**config.mk**
```make
export PLATFORM = sky130hd
export DESIGN_NAME = mwd_ram
export DESIGN_NICKNAME = d
export VERILOG_FILES = /design/src/rtl/core/mwd_ram.sv
export SDC_FILE = /design/constraint.sdc
export NUM_CORES = 1
export LEC_CHECK = 0
export ABC_AREA = 1
export BUFFER_PORTS_ARGS = -buffer_cell sky130_fd_sc_hd__buf_4
export CORE_UTILIZATION = 48
export CTS_CLUSTER_DIAMETER = 80
export DETAILED_ROUTE_END_ITERATION = 10
export SLEW_MARGIN = 20
export SYNTH_ARGS = -nofsm -noshare
export SYNTH_HDL_FRONTEND = slang
export SYNTH_SLANG_ARGS = --single-unit
```
**constraint.sdc**
```tcl
create_clock -name clk -period 3.55 [get_ports clk]
set_input_delay 0.5325 -clock clk [delete_from_list [all_inputs] [get_ports clk]]
set_output_delay 0.5325 -clock clk [all_outputs]
set_load 0.05 [all_outputs]
```
**src/rtl/core/mwd_ram.sv**
```systemverilog
// ----------------------------------------------------------------------------
// mwd_ram
// Generic single-write, single-read RAM with a registered read port.
// ----------------------------------------------------------------------------
module mwd_ram #(
	parameter int WIDTH = 8,
	parameter int DEPTH = 16,
	parameter int AW    = (DEPTH > 1) ? $clog2(DEPTH) : 1
) (
	input  logic             clk,
	input  logic             we,
	input  logic [AW-1:0]    waddr,
	input  logic [WIDTH-1:0] wdata,
	input  logic             re,
	input  logic [AW-1:0]    raddr,
	output logic [WIDTH-1:0] rdata
);

	logic [WIDTH-1:0] mem_q [DEPTH];
	logic [WIDTH-1:0] rdata_q;

	always_ff @(posedge clk) begin
		if (we) begin
			mem_q[waddr] <= wdata;
		end
		if (re) begin
			rdata_q <= mem_q[raddr];
		end
	end

	assign rdata = rdata_q;

endmodule

```
Yosys cells after proc, flatten, opt, wreduce, memory -nomap -nowiden. Memories as Yosys holds them, arrays and structs flattened. A register that Yosys moved wholly into a read port is not among the register bits. Index checks and enable logic that the tools add are counted.

Muxes and demuxes: 2.

Operators by type and width (number): 1-bit two-way mux (2).

Memory bits (writable): 128. Memories kept: 1. Output and inout bits: 8. Flip-flop bits (word level): 0. Word-level logic and storage cells: 3. Input bits: 19.

Memory list: mem_q (words 16, width 8, rd ports 1, clocked after memory_dff 1, wr ports 1, line 19) `logic [WIDTH-1:0] mem_q [DEPTH];`.

Longest topological paths before layout.
Depth after elaboration: 2. Depth in mapped cells: 8. Depth with buffers taken out: 7.

Worst setup path before layout. No wires, ideal clock.

Path type: input -> register. Start point: input waddr[2]. End point: memory mem_q[10][0] (enable). Data required time: 3.180 ns. Path buffers: 0. Data arrival time: 1.113 ns. Path slack: 2.067 ns. Library setup time: 0.370 ns. Stages on the path: 2. Path through: nand3b_1 -> nor2_1.

RTL lines: from (decl) (line 12) `input logic [AW-1:0] waddr,`; to (decl) (line 19).

Straight into the memory's write port.

==> results by group <==
Routing
  – First drt pass iteration count: 5
  – Routed vias/inst: 5.25
  – Number of remaining DRC errors: 0
  – Vias: 3830
  – Final wirelength: 13.1 mm
  – Iteration-0 DRC Markers: 480
  – Wire per inst: 18.0 µm
  – Final ANT Viol Nets: 0

Critical path
  – RR Startpoint: mem_q[9][2]
  – Arrival time worst endpoint: 2000 ps
  – Crit start category: input pin
  – CP max FO: 41
  – Reg2Reg Depth: 6
  – Crit path required time: 3730 ps
  – Flop-to-flop setup slack: 2320 ps
  – Worst Setup Path Type: input pin to register
  – Reg-to-reg endpoint: rdata[2]
  – CP endpoint kind: register

Placement
  – Routability cong.: 0.774
  – Port-buffer cells: 26
  – Detail Placement HPWL: 7.74 mm
  – Placed Cells: 698

Timing
  – Final Cycle Share: 0.511
  – Relative slew slack: 0.356
  – Setup TNS: 0 ps
  – Fmax: 552 MHz
  – Hold_ws: 415 ps
  – Final Setup Violations: 0
  – Post-layout min period: 1810 ps
  – Final hold violations: 0
  – Unrepaired setup endpoints after global routing: no
  – Tightest Pin Transition: 962 ps
  – Final Max Slew Viols: 0
  – Clk_skew: 7.43 ps

Min path
  – Worst Hold End: rdata[6]
  – Min-Delay Path Class: input pin to register
  – Worst hold start: re
  – Hold Path Depth: 1

Die
  – Die Area: 12600 µm²
  – Height of the die: 112 µm
  – Total core area: 11700 µm²
  – Starting density of the core: 0.501
  – Rows: 39
  – Die width: 112 µm
  – Boundary pin count: 27

CTS
  – CTS Buf Count: 17
  – Hold_buf cts: 0
  – Post-CTS Setup Inserts: 0
  – CTS clk-pin slew, worst paths: 50 ps
  – Clock sinks: 136
  – H-Tree Depth: 4
  – Cts repair resizes: 0
  – Root Buffer: clkbuf_16
  – CTS tree: done
  – Max Buffers Root-to-Sink: 2
  – Worst skew pair latency: 420 ps

Logic synthesis
  – Mapped Nets: 570
  – Avg Synthesized Cell Area: 10.6 µm²
  – YS warnings: 0
  – Sequential share of the synthesized area: 0.698
  – Distinct cell type count after synthesis: 11
  – Mapped cell area: 5850 µm²
  – Synthesized flop and latch total: 136
  – Post-synthesis cell count: 551

Global routing
  – Initial antenna violation count: 0
  – Grt ovf: 0
  – Total track usage: 0.229
  – Largest net degree at the start of global routing: 65
  – Vias in the first global route: 3632
  – Global-route wire length before repair: 20.3 mm

Final layout
  – Share of post-route cells with drive strength above 1: 0.0904
  – Area delta synth->final: 14.3%
  – Inserted Diodes: 0
  – Nets@finish: 593
  – Non-Filler Instances: 729

Power
  – P_sw: 0.000807 W
  – Pwr/cell area: 584 nW/µm²
  – Clock network power share: 0.471
  – Max VDD drop: 0.456 mV
  – Leak: 2.85 nW
  – Sw Share: 0.207
  – Power share of the combinational group: 0.063
  – Internal power: 0.00310 W
  – Reg power frac: 0.466

Job
  – Max-cap violations: 0

Outcome
  – Status: finished clean
## kinds of logic after synthesis
kind of cell           count (synthesis)  synth area share
flip-flops                           136             0.698
buffers and inverters                126            0.0939
AND/OR/NAND/NOR                      289             0.208
## through the flow
step | cell area [µm²] | total power (W) | setup WS (ps) | util
after floorplan | 5850 | 0.00200 | 2070 | -
after global placement | 6070 | 0.00209 | 1320 | 0.520
after detailed placement | 6070 | 0.00210 | 1290 | 0.520
after CTS | 6680 | 0.00393 | 1740 | 0.573
after global routing | 6680 | 0.00403 | 1570 | 0.573
final | 6680 | 0.00390 | 1740 | 0.573
## cell usage in the layout (no fill, tap or decap)
cell	instances
buf_4	28
bufinv_16	5
clkbuf_1	1
clkbuf_16	17
clkinv_1	7
clkinvlp_4	1
edfxtp_1	136
inv_1	100
inv_2	2
nand2_1	173
nand3_1	97
nand3b_1	2
nor2_1	17
## cell type report
class / count / area, µm²
clock buffer: 18 / 429
clock inverter: 13 / 184
fill: 997 / 4980
inverter: 102 / 383
multi-input combinational: 289 / 1210
sequential: 136 / 4080
tap: 143 / 179
timing repair buffer: 28 / 210
## how the worst max path moves through the flow
stage	from	to	slack, ps	cells after the start
3_3_place_gp	raddr[0]	rdata[2]	1320	8
3_5_place_dp	raddr[0]	rdata[2]	1290	8
6_report	raddr[0]	rdata[3]	1740	8
4_1_cts	raddr[0]	rdata[2]	1740	8
2_1_floorplan	waddr[2]	mem_q[10][0]	2070	2
5_1_grt	raddr[0]	rdata[2]	1570	8
## power by group through the flow
stage                     Combinational (W)  Clock (W)  Sequential (W)
after global placement             0.000241          0         0.00185
after CTS                          0.000246    0.00186         0.00182
after floorplan                    0.000127          0         0.00188
after global routing               0.000269    0.00194         0.00182
final                              0.000245    0.00184         0.00182
after detailed placement           0.000244          0         0.00185
## per-layer routing
| layer | track usage | wire length, µm |
|---|---|---|
| met1 | 0.305 | 5840 |
| met2 | 0.345 | 6200 |
| met5 | 0 | 0 |
| met3 | 0.0826 | 986 |
| met4 | 0.0871 | 118 |
## sequential cells by signal (all words and copies together) (netlist names)
signal and flops:
mem_q 128, rdata 8
## synthesized netlist by cell type (all sizes together)
master	n	share of area
nand3b	2	0.0026
nand2	173	0.11
buf	24	0.028
nor2	17	0.011
inv	102	0.065
nand3	97	0.083
edfxtp	136	0.70
## worst max-delay path, cell delays in order
cell and delay, ps:
buf_4 110, inv_2 310, buf_4 480, nand2_1 100, nand3_1 90, nand3_1 150
nand3_1 140, nand2_1 60
Note: power is estimated with default switching activity, not from simulation.
