`src/rtl/core/mwd_pkg.sv`:
```
// ----------------------------------------------------------------------------
// mwd_pkg
// Shared types, codes and helpers for the mesh wet/dry element flagger.
// ----------------------------------------------------------------------------
package mwd_pkg;

	localparam int NODE_COUNT_MAX_DEF = 4096;
	localparam int ELEM_COUNT_MAX_DEF = 8192;

	localparam int NODE_W  = 12;
	localparam int ELEM_W  = 13;
	localparam int HEAD_W  = 32;
	localparam int REQ_W   = 2;
	localparam int FLAG_W  = 2;
	localparam int SIGN_W  = 4;
	localparam int IN_DW   = 128;
	localparam int OUT_DW  = 8;
	localparam int CORNERS = 3;

	localparam int SB_POS_NOW  = 0;
	localparam int SB_NEG_NOW  = 1;
	localparam int SB_NEG_PREV = 2;
	localparam int SB_MARK     = 3;

	localparam logic [FLAG_W-1:0] FLAG_WET  = 2'd0;
	localparam logic [FLAG_W-1:0] FLAG_NEAR = 2'd1;
	localparam logic [FLAG_W-1:0] FLAG_DRY  = 2'd2;

	typedef logic [SIGN_W-1:0] sign_t;
	typedef logic [NODE_W-1:0] node_t;

	typedef enum logic [REQ_W-1:0] {
		REQ_NODE  = 2'd0,
		REQ_ELEM  = 2'd1,
		REQ_QUERY = 2'd2,
		REQ_NONE  = 2'd3
	} req_t;

	typedef enum logic [2:0] {
		ST_CLEAR,
		ST_IDLE,
		ST_ELEM,
		ST_READ,
		ST_MARK,
		ST_DONE
	} state_t;

	typedef struct packed {
		logic       clr_we;
		logic       elem_rd;
		logic       node_rd;
		logic       acc_clr;
		logic       acc_step;
		logic       mark_we;
		logic [1:0] step;
		logic       finish;
	} ctl_t;

	typedef struct packed {
		logic all_pos;
		logic any_mark;
		logic all_dry;
	} acc_t;

	function automatic sign_t sign_of(logic [HEAD_W-1:0] now, logic [HEAD_W-1:0] prev);
		sign_t s;
		s              = '0;
		s[SB_NEG_NOW]  = now[HEAD_W-1];
		s[SB_POS_NOW]  = !now[HEAD_W-1] && (now != '0);
		s[SB_NEG_PREV] = prev[HEAD_W-1];
		return s;
	endfunction

endpackage

```
`src/rtl/core/mwd_acc.sv`:
```
// ----------------------------------------------------------------------------
// mwd_acc
// Shared sign test unit: folds one corner's sign bits per step into the
// all-positive, any-marked and all-dry conditions and forms the flag.
// ----------------------------------------------------------------------------
module mwd_acc
	import mwd_pkg::*;
(
	input  logic              clk,
	input  logic              arst_n,
	input  logic              clr,
	input  logic              step,
	input  sign_t             sign_in,
	output acc_t              acc,
	output logic [FLAG_W-1:0] flag
);

	acc_t acc_q;

	always_ff @(posedge clk or negedge arst_n) begin
		if (!arst_n) begin
			acc_q <= '{all_pos: 1'b1, any_mark: 1'b0, all_dry: 1'b1};
		end else if (clr) begin
			acc_q <= '{all_pos: 1'b1, any_mark: 1'b0, all_dry: 1'b1};
		end else if (step) begin
			acc_q.all_pos  <= acc_q.all_pos && sign_in[SB_POS_NOW];
			acc_q.any_mark <= acc_q.any_mark || sign_in[SB_MARK];
			acc_q.all_dry  <= acc_q.all_dry && sign_in[SB_NEG_NOW] && sign_in[SB_NEG_PREV];
		end
	end

	always_comb begin
		if (acc_q.all_dry) begin
			flag = FLAG_DRY;
		end else if (acc_q.any_mark) begin
			flag = FLAG_NEAR;
		end else begin
			flag = FLAG_WET;
		end
	end

	assign acc = acc_q;

endmodule

```
`config.mk`:
```
export PLATFORM = sky130hd
export DESIGN_NAME = mwd_acc
export DESIGN_NICKNAME = d
export VERILOG_FILES = /design/src/rtl/core/mwd_pkg.sv /design/src/rtl/core/mwd_acc.sv
export SDC_FILE = /design/constraint.sdc
export NUM_CORES = 1
export LEC_CHECK = 0
export BUFFER_PORTS_ARGS = -buffer_cell sky130_fd_sc_hd__buf_2
export CAP_MARGIN = 20
export CORE_AREA = 2 2 39 41
export DETAILED_ROUTE_END_ITERATION = 8
export DIE_AREA = 0 0 41 43
export SLEW_MARGIN = 30
export SYNTH_ARGS = -nofsm -noshare
export SYNTH_HDL_FRONTEND = slang
export SYNTH_SLANG_ARGS = --single-unit
```
`constraint.sdc`:
```
create_clock -name clk -period 1.2 [get_ports clk]
set_clock_uncertainty 0.15 [all_clocks]
set_input_delay 0.06 -clock clk [delete_from_list [all_inputs] [get_ports clk]]
set_output_delay 0.06 -clock clk [all_outputs]
set_load 0.01 [all_outputs]
```
# --- After elaboration in Yosys (flattened, before gate mapping) ---
# Cells that the tools add are included.
totals:
  ff_bits: 3
  latchBits: 0
  mem_bits_rw: 0
  rom_bits: 0
  input_bits: 8
  memories: 0
op_classes:
  addsub: 0
  mul: 0
  div_mod_pow: 0
  n_lt_le_gt_ge: 0
  eq_ne: 0
  n_shift: 0
  muxes: 4
  n_bitwise: 0
  n_reduce_logical: 5
op_table:
  columns: ["cell", "count"]
  rows:
  - ["two-way mux 3 bit", 2]
  - ["logical AND 1 bit", 3]
  - ["two-way mux 2 bit", 1]
  - ["nonzero test 2 bit", 1]
  - ["logical OR 1 bit", 1]
  - ["two-way mux 1 bit", 1]

# --- Longest topological paths before layout ---
# Gate-level depths: netlist of run 1.
logic_depth:
  word_depth: 4
  mapped_depth: 2

# --- Worst setup path before layout of run 1 ---
# OpenSTA, ideal clock, no wires.
synth_timing:
  kind: "register to output"
  from: "register acc_q, in the netlist acc[0]"
  to: "output port flag[0]"
  arrival_ns: 0.793
  setup_slack_ns: 0.197
  stages_incl_launch_ff: 2
  n_path_buf: 0
  cell_sequence: "dfstp_2 -> and2b_2"
synth_between:
  elab_chain_len: 1
synth_lines:
  columns: ["item", "line", "text"]
  rows:
  - ["start, declared", "mwd_acc.sv:18", "acc_t acc_q;"]
  - ["start signal, assigned", "mwd_acc.sv:22", "acc_q <= '{all_pos: 1'b1, any_mark: 1'b0, all_dry: 1'b1};"]
  - ["start signal, assigned", "mwd_acc.sv:24", "acc_q <= '{all_pos: 1'b1, any_mark: 1'b0, all_dry: 1'b1};"]
  - ["two-way mux 2 bit", "mwd_acc.sv:33", "if (acc_q.all_dry) begin"]
  - ["end, declared", "mwd_acc.sv:15", "output logic [FLAG_W-1:0] flag"]
# Every way passes these cells.

# --- Worst setup path in the final report of run 1 ---
# Same ends and word-level chain as after synthesis.

==> impl_metrics.py, run 1 <==
metrics = {
    "cells_and_area": {
        "n_antenna_cell": 0,
        "drive_above_1_share": 0.559,
        "area.growth.synth_to_final_pct": 147,
        "stdcell_area_um2": 328,
        "nFillCells": 148,
        "final_net_count": 43,
        "largest_reg_flops": 3,
    },
    "place": {
        "pre_cts_ws_ns": 0.109,
        "port_buffers": 12,
        "dpl-instance-area_um2": 205,
        "gp_congestion": 0.571,
    },
    "setup_path": {
        "r2r_cells": 3,
        "worst_setup_path_end_kind": "output port",
        "cp_max_fo": 2,
        "slowest_stage": "dfstp_2",
        "slowest_delay_ns": 0.52,
        "reg2reg_slack_ns": 0.07,
        "timing.rr.end": "acc[0]",
        "worstPathCellList": "and2b_2 -> buf_6",
        "r2r-start": "acc[0]",
        "crit_required_ns": 0.99,
        "critPathKind": "reg -> out",
        "cp.arrival_ns": 1.09,
        "cp_num_buf_inv": 1,
        "crit_family": "flip-flops",
        "critPathLaunchType": "flip-flop",
    },
    "timing": {
        "period_minus_slack_ns": 1.30,
        "worst_pin_slew_ns": 0.136,
        "fin_ws_ns": -0.0954,
        "drv_slew": 0,
        "relSlewSlack": 0.909,
        "hold_viol_final": 0,
        "rsz0062_at_grt": "true",
        "whs_ns": 0.0137,
        "finalCritPeriodShare": 1.08,
        "setup_viol": 1,
        "fmax_ghz": 0.772,
    },
    "cts": {
        "cts_tree": "done",
        "worst_skew_pair.late_latency_ns": 0.23,
        "cts.sinks": 3,
        "numCtsBuffers": 3,
        "clk_pin_slew_ns": 0.04,
        "htree_levels": 1,
        "cts-root-buf": "clkbuf_4",
        "cts.path.max_buffers": 2,
    },
    "synthesis": {
        "avgSynthCellArea_um2": 12.1,
        "postSynthCellCount": 11,
        "yosysWarnings": 0,
        "yosys_register_bits": 3,
        "yosysSeqAreaShare": 0.585,
        "ys_types": 10,
        "postSynthNetCount": 19,
        "syn-cell-area_um2": 133,
    },
    "pwr": {
        "pwr_density_cell_nw_per_um2": 1130,
        "ir_worst_vdd_uv": 291,
        "p_leak_nw": 0.156,
        "total_power_uw": 369,
    },
    "drt": {
        "drt-initial-drc-count": 6,
        "wire_per_inst_um": 9.64,
        "vias": 171,
        "viasPerCell": 3.42,
        "drt_first_pass_iters": 2,
        "postRouteAntennaNets": 0,
        "drt-total-wl_um": 482,
        "drc": 0,
    },
    "outcome": {
        "violations": "setup timing",
        "outcome": "finished, violations left",
    },
    "global_routing": {
        "grt_pass1_vias": 180,
        "grt_pass1_wl_um": 690,
        "grt.total_usage": 0.0674,
        "grt_max_degree": 5,
        "gr-total-overflow": 0,
        "antenna_found_initial": 0,
    },
    "floorplanning": {
        "fp-row-count": 14,
        "core_um2": 1380,
        "die_h_um": 43,
        "die_w_um": 41,
        "start_util": 0.0958,
        "ios": 13,
        "die_area_um2": 1760,
    },
    "flow_run": {
        "cap_viol_max_count": 0,
    },
    "min_path": {
        "hold_class": "in -> async",
    },
}
-- through the flow --
stage,util,TNS [ns],cells
detailed placement,0.148,0,38
global placement,0.148,0,38
finish,0.237,-0.0954,50
CTS,0.237,-0.108,50
global route,0.237,-0.210,50
floorplan,-,0,11
-- area by class of cell --
type,count,area (µm²),area share
multi-input combinational,7,47.5,0.145
clock buffer,4,26.3,0.0802
timing repair buffer,20,156,0.477
tap,16,20.0,0.0611
sequential,3,77.6,0.237
-- per-layer routing --
layer | part of all wire | track usage | wire length (µm) | vias up
li1 | - | - | - | 83
met4 | 0 | 0.0400 | 0 | 0
met2 | 0.37 | 0.0813 | 180 | 17
met3 | 0.15 | 0.0785 | 72 | 0
met5 | 0 | 0 | 0 | -
met1 | 0.48 | 0.0647 | 229 | 71
-- worst max path at each step --
stage	start	end	slack [ns]	depth (start not counted)
after CTS	acc[0]	flag[0]	-0.10	2
after detailed placement	acc[0]	flag[0]	0.11	2
final	acc[0]	flag[0]	-0.1	2
after global placement	acc[0]	flag[0]	0.12	2
after global routing	acc[0]	flag[0]	-0.14	2
after floorplan	acc[0]	flag[0]	0.20	1
-- logic make-up after synthesis --
family / share of synthesized area
AND/OR/NAND/NOR: 0.189
buffers and inverters: 0.0566
AO/OA/AOI/OAI: 0.170
flip-flops: 0.585
-- report_power, final --
| group | internal [mW] | leakage, nW | switching [mW] |
|---|---|---|---|
| registers | 0.112 | 0.0342 | 0.00379 |
| clock network | 0.125 | 0.0150 | 0.0532 |
| logic | 0.0477 | 0.107 | 0.0275 |
| total | 0.285 | 0.156 | 0.0844 |
-- cell usage in the layout (no fill, tap or decap) --
| cell | instances |
|---|---|
| a21o_1 | 1 |
| buf_4 | 1 |
| nor2_1 | 1 |
| buf_6 | 3 |
| dfstp_2 | 2 |
| a311o_1 | 1 |
| clkbuf_1 | 1 |
| dlygate4sd3_1 | 7 |
| dfrtp_1 | 1 |
| clkbuf_4 | 3 |
| buf_2 | 9 |
| a21oi_1 | 1 |
| and2b_2 | 1 |
| nor2b_1 | 1 |
| nand2b_1 | 1 |
-- Yosys cell counts (all sizes together) --
cell    instances  share of area
dfstp           2           0.40
and2b           1          0.066
a21o            1          0.057
nand2b          1          0.047
buf             1          0.057
a311o           1          0.075
a21oi           1          0.038
nor2b           1          0.047
dfrtp           1           0.19
nor2            1          0.028
-- repair_timing --
action | in CTS | in global routing
endpoints found under the setup margin | 1 | 3
buffers inserted | 1 | 0
hold buffers | 7 | 0
hold endpoints to repair | 6 | 0
gates resized for setup | 3 | 0
cloned | 0 | 0
No activity file was read; power rests on OpenSTA's default activity.
==> run 2, diff against run 1 <==
--- a/config.mk
+++ b/config.mk
@@ -10,6 +10,8 @@
 export CORE_AREA = 2 2 39 41
 export DETAILED_ROUTE_END_ITERATION = 8
 export DIE_AREA = 0 0 41 43
+export GPL_TIMING_DRIVEN = 0
+export RECOVER_POWER = 50
 export SLEW_MARGIN = 30
 export SYNTH_ARGS = -nofsm -noshare
 export SYNTH_HDL_FRONTEND = slang
==> run 2 against run 1 <==
  * The run still ends with setup timing left
  * First-iteration DRC count down 50%
  * Design area increased by 4.2%
  * Sequential cell count unchanged
  * Global-route usage rose by 0.30 points
  * Utilization grew 0.99 points
  * Register-to-register slack better by 0.03 ns
  * Fmax decreased by 0.64%
  * Sequential share of layout area is 0.95 points lower
  * Worst hold slack improved by 0.025 ns
  * Via count increased by 1.2%
  * Wire length is 7.7% lower
  * Clock power hardly changed
  * Critical path type unchanged
  * Critical endpoint unchanged
==> impl_metrics.py, run 2 (synthesis results as in run 1) <==
metrics = {
    "outcome": {
        "outcome": "finished, violations left",
        "violations": "setup timing",
    },
    "flow_run": {
        "cap_viol_max_count": 0,
    },
    "drt": {
        "drt-initial-drc-count": 3,
        "postRouteAntennaNets": 0,
        "drt-total-wl_um": 445,
        "viasPerCell": 3.33,
        "wire_per_inst_um": 8.56,
        "vias": 173,
        "drt_first_pass_iters": 4,
        "drc": 0,
    },
    "global_routing": {
        "grt_pass1_wl_um": 690,
        "grt_max_degree": 4,
        "grt_pass1_vias": 186,
        "antenna_found_initial": 0,
        "grt.total_usage": 0.0704,
        "gr-total-overflow": 0,
    },
    "cells_and_area": {
        "nFillCells": 150,
        "final_cell_mix": "buf_2 (8), dlygate4sd3_1 (7), buf_4 (3), clkbuf_4 (3), buf_6 (3)",
        "fin_util": 0.247,
        "n_antenna_cell": 0,
        "fin_cells": 52,
        "largest_reg_flops": 3,
        "final_net_count": 45,
        "area.growth.synth_to_final_pct": 158,
        "drive_above_1_share": 0.556,
        "final_common_cell": "buf_2",
    },
    "place": {
        "port_buffers": 12,
        "gp_congestion": 0.571,
        "numPlacedInstances": 39,
        "pre_cts_ws_ns": 0.108,
    },
    "setup_path": {
        "worst_setup_path_end_kind": "output port",
        "cp.arrival_ns": 1.09,
        "cp_max_fo": 3,
        "critPathKind": "reg -> out",
        "startpoint": "acc[0]",
        "crit_required_ns": 0.99,
        "critPathLaunchType": "flip-flop",
        "r2r-start": "acc[0]",
    },
    "timing": {
        "fin_ws_ns": -0.104,
        "whs_ns": 0.0384,
        "worst_pin_slew_ns": 0.161,
        "rsz0062_at_grt": "true",
        "drv_slew": 0,
        "fmax_ghz": 0.767,
        "finalCritPeriodShare": 1.09,
        "hold_viol_final": 0,
        "setup_viol": 2,
        "relSlewSlack": 0.893,
        "period_minus_slack_ns": 1.30,
    },
    "cts": {
        "htree_levels": 1,
        "cts_tree": "done",
        "worst_skew_pair.late_latency_ns": 0.23,
        "cts.path.max_buffers": 2,
        "clk_pin_slew_ns": 0.04,
        "numCtsBuffers": 3,
        "cts.sinks": 3,
        "cts-root-buf": "clkbuf_4",
    },
    "min_path": {
        "hold_class": "in -> async",
    },
    "pwr": {
        "p_leak_nw": 0.162,
        "ir_worst_vdd_uv": 316,
        "pwr_density_cell_nw_per_um2": 1090,
    },
    "floorplanning": {
        "die_h_um": 43,
        "fp-row-count": 14,
        "ios": 13,
        "die_w_um": 41,
        "die_area_um2": 1760,
        "start_util": 0.0958,
        "core_um2": 1380,
    },
}
run 2: cell types whose count changed in the layout (fill, tap and decap cells not counted):
cell | previous run | this run
buf_2 | 9 | 8
buf_4 | 1 | 3
clkbuf_1 | 1 | 2
run 2: cell type report:
type	count	area, µm²	area share
Buffer	1	7.51	0.0220
Timing Repair Buffer	21	163	0.476
Sequential cell	3	77.6	0.227
Tap cell	16	20.0	0.0586
Clock buffer	4	26.3	0.0769
Multi-Input combinational cell	7	47.5	0.139
run 2: repair_timing:
item / CTS / global route
hold buffers: 7 / 0
resized for setup: 2 / 1
hold endpoints to repair: 6 / 0
endpoints found under the setup margin: 2 / 3
setup buffers: 2 / 0
run 2: worst max-delay path, stage by stage (launching register included):
cell,delay [ns]
dfstp_2,0.53
and2b_2,0.22
buf_6,0.11
run 2: per-stage QoR:
step / cell area [µm²] / power, mW / setup TNS (ns)
after global placement: 213 / 0.164 / 0
after detailed placement: 213 / 0.165 / 0
after floorplan: 133 / 0.138 / 0
after global routing: 342 / 0.409 / -0.263
after CTS: 337 / 0.381 / -0.186
final: 342 / 0.372 / -0.167
run 2: where the power goes:
group / internal, mW / switching [mW] / total, mW
clock: 0.124 / 0.0504 / 0.175
sequential: 0.112 / 0.00475 / 0.117
combinational: 0.0530 / 0.0266 / 0.0796
run 2: final timing paths:
| check | endpoint | slack [ns] | depth (start not counted) |
|---|---|---|---|
| max | flag[0] | -0.10 | 2 |
| min | acc[1] | 0.04 | 2 |
| max reg2reg | acc[0] | 0.10 | 3 |
| min reg2reg | acc[2] | 0.36 | 1 |
| max in group asynchronous | acc[0] | 0.64 | 2 |
| min in group clk | acc[2] | 0.36 | 1 |
run 2: routing by layer:
layer,up-vias,track usage,wire [µm]
met5,-,0,0
met4,0,0.0600,0
met3,0,0.0785,63
met2,16,0.0813,182
met1,69,0.0647,199
li1,88,-,-
