[config.mk]
export PLATFORM = sky130hd
export DESIGN_NAME = mwd_ctrl
export DESIGN_NICKNAME = d
export VERILOG_FILES = /design/src/rtl/core/mwd_pkg.sv /design/src/rtl/core/mwd_ctrl.sv
export SDC_FILE = /design/constraint.sdc
export NUM_CORES = 1
export LEC_CHECK = 0
export CAP_MARGIN = 0
export CORE_UTILIZATION = 57
export DETAILED_ROUTE_END_ITERATION = 6
export DONT_BUFFER_PORTS = 1
export MAX_ROUTING_LAYER = met4
export PLACE_DENSITY = 0.79
export SETUP_SLACK_MARGIN = 0.02
export SYNTH_ARGS = -nofsm -noshare
export SYNTH_HDL_FRONTEND = slang
export SYNTH_SLANG_ARGS = --single-unit
[constraint.sdc]
create_clock -name clk -period 2 [get_ports clk]
set_clock_uncertainty 0.05 [all_clocks]
set_input_delay 0.3 -clock clk [delete_from_list [all_inputs] [get_ports clk]]
set_output_delay 0.3 -clock clk [all_outputs]
set_load 0.005 [all_outputs]
[src/rtl/core/mwd_pkg.sv]
// ----------------------------------------------------------------------------
// mwd_pkg
// Shared types, codes and helpers for the mesh wet/dry element flagger.
// ----------------------------------------------------------------------------
package mwd_pkg;

	localparam int NODE_COUNT_MAX_DEF = 4096;
	localparam int ELEM_COUNT_MAX_DEF = 8192;

	localparam int NODE_W  = 12;
	localparam int ELEM_W  = 13;
	localparam int HEAD_W  = 32;
	localparam int REQ_W   = 2;
	localparam int FLAG_W  = 2;
	localparam int SIGN_W  = 4;
	localparam int IN_DW   = 128;
	localparam int OUT_DW  = 8;
	localparam int CORNERS = 3;

	localparam int SB_POS_NOW  = 0;
	localparam int SB_NEG_NOW  = 1;
	localparam int SB_NEG_PREV = 2;
	localparam int SB_MARK     = 3;

	localparam logic [FLAG_W-1:0] FLAG_WET  = 2'd0;
	localparam logic [FLAG_W-1:0] FLAG_NEAR = 2'd1;
	localparam logic [FLAG_W-1:0] FLAG_DRY  = 2'd2;

	typedef logic [SIGN_W-1:0] sign_t;
	typedef logic [NODE_W-1:0] node_t;

	typedef enum logic [REQ_W-1:0] {
		REQ_NODE  = 2'd0,
		REQ_ELEM  = 2'd1,
		REQ_QUERY = 2'd2,
		REQ_NONE  = 2'd3
	} req_t;

	typedef enum logic [2:0] {
		ST_CLEAR,
		ST_IDLE,
		ST_ELEM,
		ST_READ,
		ST_MARK,
		ST_DONE
	} state_t;

	typedef struct packed {
		logic       clr_we;
		logic       elem_rd;
		logic       node_rd;
		logic       acc_clr;
		logic       acc_step;
		logic       mark_we;
		logic [1:0] step;
		logic       finish;
	} ctl_t;

	typedef struct packed {
		logic all_pos;
		logic any_mark;
		logic all_dry;
	} acc_t;

	function automatic sign_t sign_of(logic [HEAD_W-1:0] now, logic [HEAD_W-1:0] prev);
		sign_t s;
		s              = '0;
		s[SB_NEG_NOW]  = now[HEAD_W-1];
		s[SB_POS_NOW]  = !now[HEAD_W-1] && (now != '0);
		s[SB_NEG_PREV] = prev[HEAD_W-1];
		return s;
	endfunction

endpackage

[src/rtl/core/mwd_ctrl.sv]
// ----------------------------------------------------------------------------
// mwd_ctrl
// Sequencer: clearing pass after reset, element fetch for queries, three
// corner reads, three mark writes for element loads and result hand-off.
// ----------------------------------------------------------------------------
module mwd_ctrl
	import mwd_pkg::*;
#(
	parameter int NODE_COUNT_MAX = NODE_COUNT_MAX_DEF,
	parameter int NAW            = (NODE_COUNT_MAX > 1) ? $clog2(NODE_COUNT_MAX) : 1
) (
	input  logic           clk,
	input  logic           arst_n,
	input  logic           accept,
	input  req_t           req_in,
	input  logic           elem_ok_in,
	input  req_t           req_q,
	input  logic           out_free,
	output logic           ready,
	output logic [NAW-1:0] clr_addr,
	output ctl_t           ctl
);

	localparam logic [NAW-1:0] CLR_LAST = NAW'(NODE_COUNT_MAX - 1);

	state_t         state_q, state_d;
	logic [1:0]     step_q, step_d;
	logic [NAW-1:0] clr_q;

	always_ff @(posedge clk or negedge arst_n) begin
		if (!arst_n) begin
			state_q <= ST_CLEAR;
			step_q  <= '0;
			clr_q   <= '0;
		end else begin
			state_q <= state_d;
			step_q  <= step_d;
			if (state_q == ST_CLEAR) begin
				clr_q <= clr_q + 1'b1;
			end
		end
	end

	always_comb begin
		state_d = state_q;
		step_d  = '0;
		case (state_q)
			ST_CLEAR: begin
				if (clr_q == CLR_LAST) begin
					state_d = ST_IDLE;
				end
			end
			ST_IDLE: begin
				if (accept) begin
					case (req_in)
						REQ_ELEM:  state_d = elem_ok_in ? ST_READ : ST_DONE;
						REQ_QUERY: state_d = elem_ok_in ? ST_ELEM : ST_DONE;
						default:   state_d = ST_IDLE;
					endcase
				end
			end
			ST_ELEM: begin
				state_d = ST_READ;
			end
			ST_READ: begin
				step_d = step_q + 1'b1;
				if (step_q == 2'd3) begin
					step_d  = '0;
					state_d = (req_q == REQ_ELEM) ? ST_MARK : ST_DONE;
				end
			end
			ST_MARK: begin
				step_d = step_q + 1'b1;
				if (step_q == 2'd2) begin
					step_d  = '0;
					state_d = ST_DONE;
				end
			end
			ST_DONE: begin
				if (out_free) begin
					state_d = ST_IDLE;
				end
			end
			default: begin
				state_d = ST_IDLE;
			end
		endcase
	end

	always_comb begin
		ctl          = '0;
		ctl.step     = step_q;
		ctl.clr_we   = (state_q == ST_CLEAR);
		ctl.elem_rd  = (state_q == ST_ELEM);
		ctl.node_rd  = (state_q == ST_READ) && (step_q != 2'd3);
		ctl.acc_clr  = (state_q == ST_READ) && (step_q == 2'd0);
		ctl.acc_step = (state_q == ST_READ) && (step_q != 2'd0);
		ctl.mark_we  = (state_q == ST_MARK);
		ctl.finish   = (state_q == ST_DONE) && out_free;
	end

	assign ready    = (state_q == ST_IDLE) && out_free;
	assign clr_addr = clr_q;

endmodule
Word level (Yosys, flattened, before mapping)
Index checks and enable logic that the tools add are counted.
{"block": "totals", "inputBits": 9, "mem_bits_rw": 0, "out_inout_bits": 22, "latch_bits": 0, "elab_cells": 44, "rom_bits": 0, "register_bits": 17, "memories": 0}
{"block": "classes", "reduce_logical": 9, "n_addsub": 2, "n_shift": 0, "n_lt_le_gt_ge": 0, "n_mul": 0, "n_div": 0, "n_mux": 13, "bitwise": 0, "eq_ne": 17}
{"cell": "two-way mux 3 bit", "n": 7}
{"cell": "one-hot mux 3 bit (6 select lines)", "n": 1}
{"cell": "adder 12 x 1 -> 12 bit (second input constant)", "n": 1}
{"cell": "equality test 12 bit (second input constant)", "n": 1}
{"cell": "!= test 2 bit (second input constant)", "n": 4}
{"cell": "equality test 2 bit (second input constant)", "n": 3}
{"cell": "equality test 3 x 2 -> 1 bit (second input constant)", "n": 2}
{"cell": "equality test 3 bit (second input constant)", "n": 2}
{"cell": "one-hot mux 3 bit (2 select lines)", "n": 1}
{"cell": "logical AND 1 bit", "n": 5}
{"cell": "AND reduction 5 bit", "n": 1}
{"cell": "equality test 2 x 1 -> 1 bit (second input constant)", "n": 2}
{"cell": "two-way mux 2 bit", "n": 2}
{"cell": "!= test 2 x 1 -> 1 bit (second input constant)", "n": 2}
{"cell": "one-hot mux 2 bit (2 select lines)", "n": 1}
{"cell": "equality test 3 x 1 -> 1 bit (second input constant)", "n": 1}
{"cell": "zero test 3 bit", "n": 1}
{"cell": "adder 2 x 1 -> 2 bit (second input constant)", "n": 1}
{"cell": "zero test 2 bit", "n": 1}
{"cell": "nonzero test 2 bit", "n": 1}
{"cell": "two-way mux 1 bit", "n": 1}

Longest topological paths before layout
Gate-level depths: netlist (run 1).
{"block": "logic_depth", "ltp_word": 4, "ltp_mapped": 6, "mapped_depth_nobuf": 6}

Least setup slack after synthesis (run 1)
Ideal clock, no wire load.
{"block": "synth_timing", "kind": "register to register", "start": "register state_q[2]", "end": "register clr_q[5] (netlist: clr_addr[5])", "setup_ns": 0.123, "slack_ns": 0.538, "stages_incl_launch_ff": 6, "n_path_buf": 1, "period_less_slack_ns": 1.462, "t_arrival_ns": 1.289, "required_time_ns": 1.827, "path_cell_list": "dfrtp_1 buf_6 nor3_4 and3_4 nand4_1 xnor2_1"}
{"element": "start: declaration", "line": "mwd_ctrl.sv:26", "rtl": "state_t state_q, state_d;"}
{"element": "start signal: assignment", "line": "mwd_ctrl.sv:36", "rtl": "state_q <= state_d;"}
{"element": "end signal: assignment", "line": "mwd_ctrl.sv:39", "rtl": "clr_q <= clr_q + 1'b1;"}
{"element": "end: declaration", "line": "mwd_ctrl.sv:28", "rtl": "logic [NAW-1:0] clr_q;"}

==> flow_summary.json, run 1 <==
{
  "status": "finished with violations",
  "violations": "DRC",
  "reg2reg_slack_ns": 0.37,
  "multiInputGateArea_sq_um": 528.0,
  "worstPathRequired_ns": 1.65,
  "worstPathArrival_ns": 1.47,
  "fmax_mhz": 550.2,
  "maxCapViolCount": 0,
  "grt_pass1_vias": 597,
  "power_density_nw_per_um2": 1298,
  "drc": 1,
  "postLayoutCellArea_sq_um": 1028,
  "tritoncts": "yes",
  "start_util_pct": 63.48,
  "totalWireLength_mm": 1.594,
  "cts_setup_buffers": 0,
  "fin_crit_sh_pct": 90.87,
  "fp.dieArea_sq_um": 1907,
  "worstSetupPathType": "reg -> out",
  "netlist_area_sq_um": 989.7,
  "die_w_um": 43.67,
  "r2r_cells": 4,
  "worstMarginPinSlew_ns": 0.7301,
  "die_h_um": 43.67,
  "grt.total_usage_pct": 20.33,
  "cts_buffer_depth": 2,
  "hold_viol_final": 0,
  "drive_gt1_share_pct": 10.31,
  "via_per_inst": 5.796,
  "final_antenna_net_count": 0,
  "h-tree-depth": 1,
  "hold_end": "state_q[2]$_DFFE_PN0P_",
  "grt_pass1_wl_mm": 2.656,
  "synth_seq_area_share_pct": 42.98,
  "ys_seq_elements": 17,
  "gr-total-overflow": 0,
  "synthCells": 95,
  "place_congestion": 0.8418,
  "cp-end-kind": "output pin",
  "wl_per_cell_um": 14.11,
  "holdCritStartpoint": "out_free",
  "final_nets": 115,
  "synth_warnings": 0,
  "ys_types": 32,
  "drtPass1Iterations": 6,
  "setup_viol": 0,
  "slew_headroom_pct": 51.17,
  "hold_class": "in -> reg",
  "irDropWorstVdd_mv": 0.7626,
  "worstReg2RegStart": "state_q[1]$_DFFE_PN0P_",
  "slew_violations": 0,
  "cts_made_buffers": 3,
  "leakage_nw": 0.4562,
  "postSynthAreaPerCell_sq_um": 10.42,
  "clk_pin_slew_ns": 0.09,
  "syn_nets": 112,
  "fin_tns_setup_ns": 0,
  "rsz0062_at_grt": "false",
  "fillCellCount": 138,
  "grt_max_degree": 18,
  "placed_area_sq_um": 989.7,
  "antennaDiodeCount": 0,
  "period_needed_ns": 1.817,
  "clock_latency_ns": 0.28,
  "port_buffers": 0,
  "dp_hpwl_mm": 1.251,
  "ios": 31,
  "syn_to_final_growth_pct": 3.919,
  "whs_path_depth": 3,
  "antenna_found_initial": 0,
  "rows": 14,
  "cts.sinks": 17,
  "startpoint_type": "flop",
  "seq_area_sq_um": 425.4,
  "coreArea_sq_um": 1559,
  "worstPathMaxFanout": 10,
  "worstReg2RegEnd": "clr_addr[11]$_DFFE_PN0P_",
  "vias": 655,
  "first_iter_violations": 8,
  "root_buffer": "clkbuf_4"
}
-- cells by family after synthesis --
group,count (synthesis),synth area share [%]
AO/OA/AOI/OAI,9,8.345
XOR/XNOR,11,9.735
adder cells (fa/ha/maj),8,10.11
buffers and inverters,8,3.918
flip-flops,17,42.98
multiplexers,2,2.149
AND/OR/NAND/NOR,40,22.76
-- per-stage QoR --
step	hold slack [ns]	total power (W)	instances	utilization [%]	setup WS, ns
finish	0.2187	0.001335	113	65.97	0.1826
global route	0.2237	0.001452	113	65.97	0.07739
CTS	0.2003	0.001346	113	65.81	0.1020
detailed placement	-0.04525	0.001158	108	63.48	0.3693
global placement	-0.04527	0.001143	108	63.48	0.4143
floorplan	-0.04559	0.001082	95	-	0.5381
-- synth_stat cells --
cell / instances / area share, %
nor2b_1: 3 / 1.9
mux2i_1: 1 / 1.0
nor3_2: 1 / 1.0
clkbuf_1: 1 / 0.38
nand2b_1: 2 / 1.3
nor3_1: 3 / 1.5
nor3_4: 1 / 1.6
nand4_1: 5 / 3.2
o31ai_1: 1 / 0.76
buf_6: 1 / 1.1
a22o_1: 1 / 0.89
inv_1: 5 / 1.9
mux2_2: 1 / 1.1
and3_1: 1 / 0.63
nor3b_1: 2 / 1.5
nand2_1: 8 / 3.0
a32o_1: 2 / 2.0
ha_1: 8 / 10
a21boi_0: 1 / 0.76
a311oi_1: 1 / 0.89
nor2_1: 9 / 3.4
and4_1: 1 / 0.89
buf_2: 1 / 0.51
nand3_1: 2 / 1.0
and3_4: 1 / 1.1
o41ai_2: 1 / 1.6
xor2_1: 3 / 2.7
xnor2_1: 8 / 7.1
dfrtp_1: 17 / 43
a41oi_1: 1 / 0.89
nand2_2: 1 / 0.63
o21ai_0: 1 / 0.51
-- power breakdown --
part / leakage [nW] / internal [W] / total (W) / switching [W]
Combinational: 0.219 / 0.000252 / 0.000511 / 0.000260
Sequential: 0.223 / 0.000451 / 0.000649 / 0.000198
Clock: 0.0150 / 0.0000775 / 0.000174 / 0.0000965
Total: 0.456 / 0.000780 / 0.00133 / 0.000555
-- registers in the layout, indices dropped and copies added (netlist names) --
signal and cells:
clr_addr 12, state_q 3, step_q 2
-- worst max-delay path by stage --
stage | from | to | cells past startpoint
finish | state_q[0]$_DFFE_PN0P_ | ctl[6] | 3
global route | state_q[0]$_DFFE_PN0P_ | ctl[6] | 3
CTS | state_q[0]$_DFFE_PN0P_ | ctl[6] | 3
detailed placement | state_q[1]$_DFFE_PN0P_ | clr_addr[5]$_DFFE_PN0P_ | 4
global placement | state_q[1]$_DFFE_PN0P_ | clr_addr[11]$_DFFE_PN0P_ | 4
floorplan | state_q[2]$_DFFE_PN0P_ | clr_addr[5]$_DFFE_PN0P_ | 5
-- per-layer routing --
| metal | part of all wire (%) | GRT usage (%) |
|---|---|---|
| met4 | 0 | 5.625 |
| met2 | 45 | 24.18 |
| met5 | 0 | - |
| met3 | 6.1 | 11.67 |
| met1 | 49 | 28.88 |
-- timing repair --
item                                    4_1_cts  5_1_grt
hold buffers                                  1        0
endpoints found under the hold margin        17        0
endpoints found under the setup margin        0        2
gates resized for setup                       0        1
-- placed cells by master (no fill, tap or decap), drive strengths merged --
cell,n
nand2b,2
mux2,1
xnor2,8
inv,5
nor3,5
dfrtp,17
o21ai,1
o31ai,1
a21boi,1
o41ai,1
a41oi,1
and4,1
and3,2
nand2,9
dlygate4sd3,1
nand3,2
a22o,1
nor2,9
nor3b,2
nand4,5
a311oi,1
clkbuf,4
a32o,2
xor2,3
nor2b,3
mux2i,1
ha,8
-- area by class of cell --
cell class	count	area share (%)
tap	16	1.946
clock buffer	4	2.555
timing repair buffer	1	0.9732
inverter	5	1.825
multi-input combinational	70	51.34
sequential	17	41.36
-- worst max-delay path: stages (launching register included) --
cell and delay (ns):
dfrtp_1 0.55, nor2b_2 0.31, nand2_1 0.12, nor2_1 0.20
Power figures use the tool's default switching activity.
==> run 2, diff against run 1 <==
--- a/config.mk
+++ b/config.mk
@@ -9,7 +9,6 @@
 export CORE_UTILIZATION = 57
 export DETAILED_ROUTE_END_ITERATION = 6
 export DONT_BUFFER_PORTS = 1
-export MAX_ROUTING_LAYER = met4
 export PLACE_DENSITY = 0.79
 export SETUP_SLACK_MARGIN = 0.02
 export SYNTH_ARGS = -nofsm -noshare
==> flow_summary.json, run 2 (synthesis gave the netlist of run 1 again) <==
{
  "wl_per_cell_um": 14.07,
  "p_comb_share_pct": 38.3,
  "critPathLaunch": "state_q[0]$_DFFE_PN0P_",
  "fillCellCount": 138,
  "antennaDiodeCount": 0,
  "clk_pin_slew_ns": 0.09,
  "hold_viol_final": 0,
  "cts_made_buffers": 3,
  "worst-path-buf-inv": 0,
  "dp_hpwl_mm": 1.251,
  "grt_max_degree": 18,
  "slew_headroom_pct": 51.00,
  "cp.depth": 3,
  "worstPathArrival_ns": 1.47,
  "largest_register_ffs": 12,
  "root_buffer": "clkbuf_4",
  "cts_setup_buffers": 0,
  "h-tree-depth": 1,
  "drc": 1,
  "startpoint_type": "flop",
  "first_iter_violations": 8,
  "worstSetupEndpoint": "ctl[6]",
  "clock_latency_ns": 0.28,
  "tritoncts": "yes",
  "start_util_pct": 63.48,
  "ios": 31,
  "p_seq_share_pct": 48.7,
  "max_stage_delay_ns": 0.55,
  "drive_gt1_share_pct": 10.31,
  "crit_family": "simple AND/OR/NAND/NOR gates",
  "worstReg2RegStart": "state_q[1]$_DFFE_PN0P_",
  "maxCapViolCount": 0,
  "drtPass1Iterations": 6,
  "totalWireLength_mm": 1.590,
  "worstReg2RegEnd": "clr_addr[11]$_DFFE_PN0P_",
  "cts_buffer_depth": 2,
  "fp.dieArea_sq_um": 1907,
  "place_congestion": 0.8292,
  "final_nets": 115,
  "swShare_pct": 41.56,
  "crit_chain": "nor2b_2 > nand2_1 > nor2_1",
  "setup_viol": 0,
  "power_density_nw_per_um2": 1297,
  "cts.sinks": 17,
  "final_antenna_net_count": 0,
  "syn_to_final_growth_pct": 3.919,
  "hold_ws_ns": 0.2165,
  "r2r_cells": 4,
  "worstMarginPinSlew_ns": 0.7325,
  "cp-end-kind": "output pin",
  "worstPathRequired_ns": 1.65,
  "postLayoutCellArea_sq_um": 1028,
  "switchingPower_w": 0.0005546,
  "period_needed_ns": 1.816,
  "slew_violations": 0,
  "p_int_w": 0.0007798,
  "placed_area_sq_um": 989.7,
  "violations": "DRC",
  "irDropWorstVdd_mv": 0.7623,
  "fin_tns_setup_ns": 0,
  "port_buffers": 0,
  "status": "finished with violations",
  "leakage_nw": 0.4562,
  "vias": 655,
  "final_common_cell": "dfrtp_1",
  "slowest_stage": "dfrtp_1",
  "reg2reg_slack_ns": 0.37,
  "clock_power_share_pct": 13.0,
  "via_per_inst": 5.796,
  "die_w_um": 43.67,
  "final_cell_mix": "17 x dfrtp_1, 9 x nor2_1, 8 x nand2_1, 8 x xnor2_1, 8 x ha_1",
  "grt_pass1_vias": 596,
  "grt.total_usage_pct": 19.70,
  "coreArea_sq_um": 1559,
  "fmax_mhz": 550.7,
  "die_h_um": 43.67,
  "hold_class": "in -> reg",
  "worstSetupPathType": "reg -> out",
  "antenna_found_initial": 0,
  "grt_pass1_wl_mm": 2.663,
  "worstPathMaxFanout": 10,
  "rsz0062_at_grt": "false",
  "gr-total-overflow": 0,
  "fin_crit_sh_pct": 90.79,
  "rows": 14
}
==> run 2: cell counts in the layout (fill, tap and decap cells not counted) <==
Identical to the previous run, type by type.
==> run 2: worst min-delay path by stage <==
stage	start	endpoint	slack (ns)	depth (start not counted)
detailed placement	arst_n	state_q[0]$_DFFE_PN0P_	-0.05	0
global placement	arst_n	state_q[2]$_DFFE_PN0P_	-0.05	0
global route	req_q[1]	state_q[0]$_DFFE_PN0P_	0.22	2
finish	out_free	state_q[2]$_DFFE_PN0P_	0.22	3
floorplan	arst_n	clr_addr[0]$_DFFE_PN0P_	-0.05	0
CTS	out_free	state_q[2]$_DFFE_PN0P_	0.20	3
==> run 2: final cells by class <==
class / count / area (sq um) / area share, %
sequential: 17 / 425.4 / 41.36
multi-input combinational: 70 / 528.0 / 51.34
timing repair buffer: 1 / 10.01 / 0.9732
clock buffer: 4 / 26.28 / 2.555
tap: 16 / 20.02 / 1.946
inverter: 5 / 18.77 / 1.825
==> run 2: worst min-delay path, delay by kind of cell <==
| kind | cells | cell delay, ns |
|---|---|---|
| AOI/OAI and AO/OA | 1 | 0.06 |
| and+or+nand+nor | 2 | 0.16 |
==> run 2: repair_timing <==
item,4_1_cts,5_1_grt
endpoints found under the hold margin,17,0
endpoints found under the setup margin,0,2
hold buffers,1,0
resized for setup,0,1
==> run 2: power groups by stage <==
| stage | clock, W | combinational, W | sequential (W) |
|---|---|---|---|
| finish | 0.000174 | 0.000511 | 0.000649 |
| floorplan | 0 | 0.000520 | 0.000562 |
| detailed placement | 0 | 0.000503 | 0.000655 |
| global route | 0.000196 | 0.000582 | 0.000675 |
| CTS | 0.000183 | 0.000514 | 0.000649 |
| global placement | 0 | 0.000492 | 0.000651 |
==> run 2: metal layers <==
| layer | track usage (%) | part of all wire (%) |
|---|---|---|
| met4 | 5.625 | 0 |
| met2 | 24.18 | 44 |
| met1 | 28.88 | 49 |
| met5 | 0 | 0 |
| met3 | 11.67 | 6.4 |
==> run 2: stage by stage <==
| step | worst slack (ns) | util [%] | total power [W] | instances |
|---|---|---|---|---|
| global placement | 0.4143 | 63.48 | 0.001143 | 108 |
| finish | 0.1842 | 65.97 | 0.001334 | 113 |
| floorplan | 0.5381 | - | 0.001082 | 95 |
| detailed placement | 0.3693 | 63.48 | 0.001158 | 108 |
| global route | 0.07739 | 65.97 | 0.001452 | 113 |
| CTS | 0.1020 | 65.81 | 0.001346 | 113 |
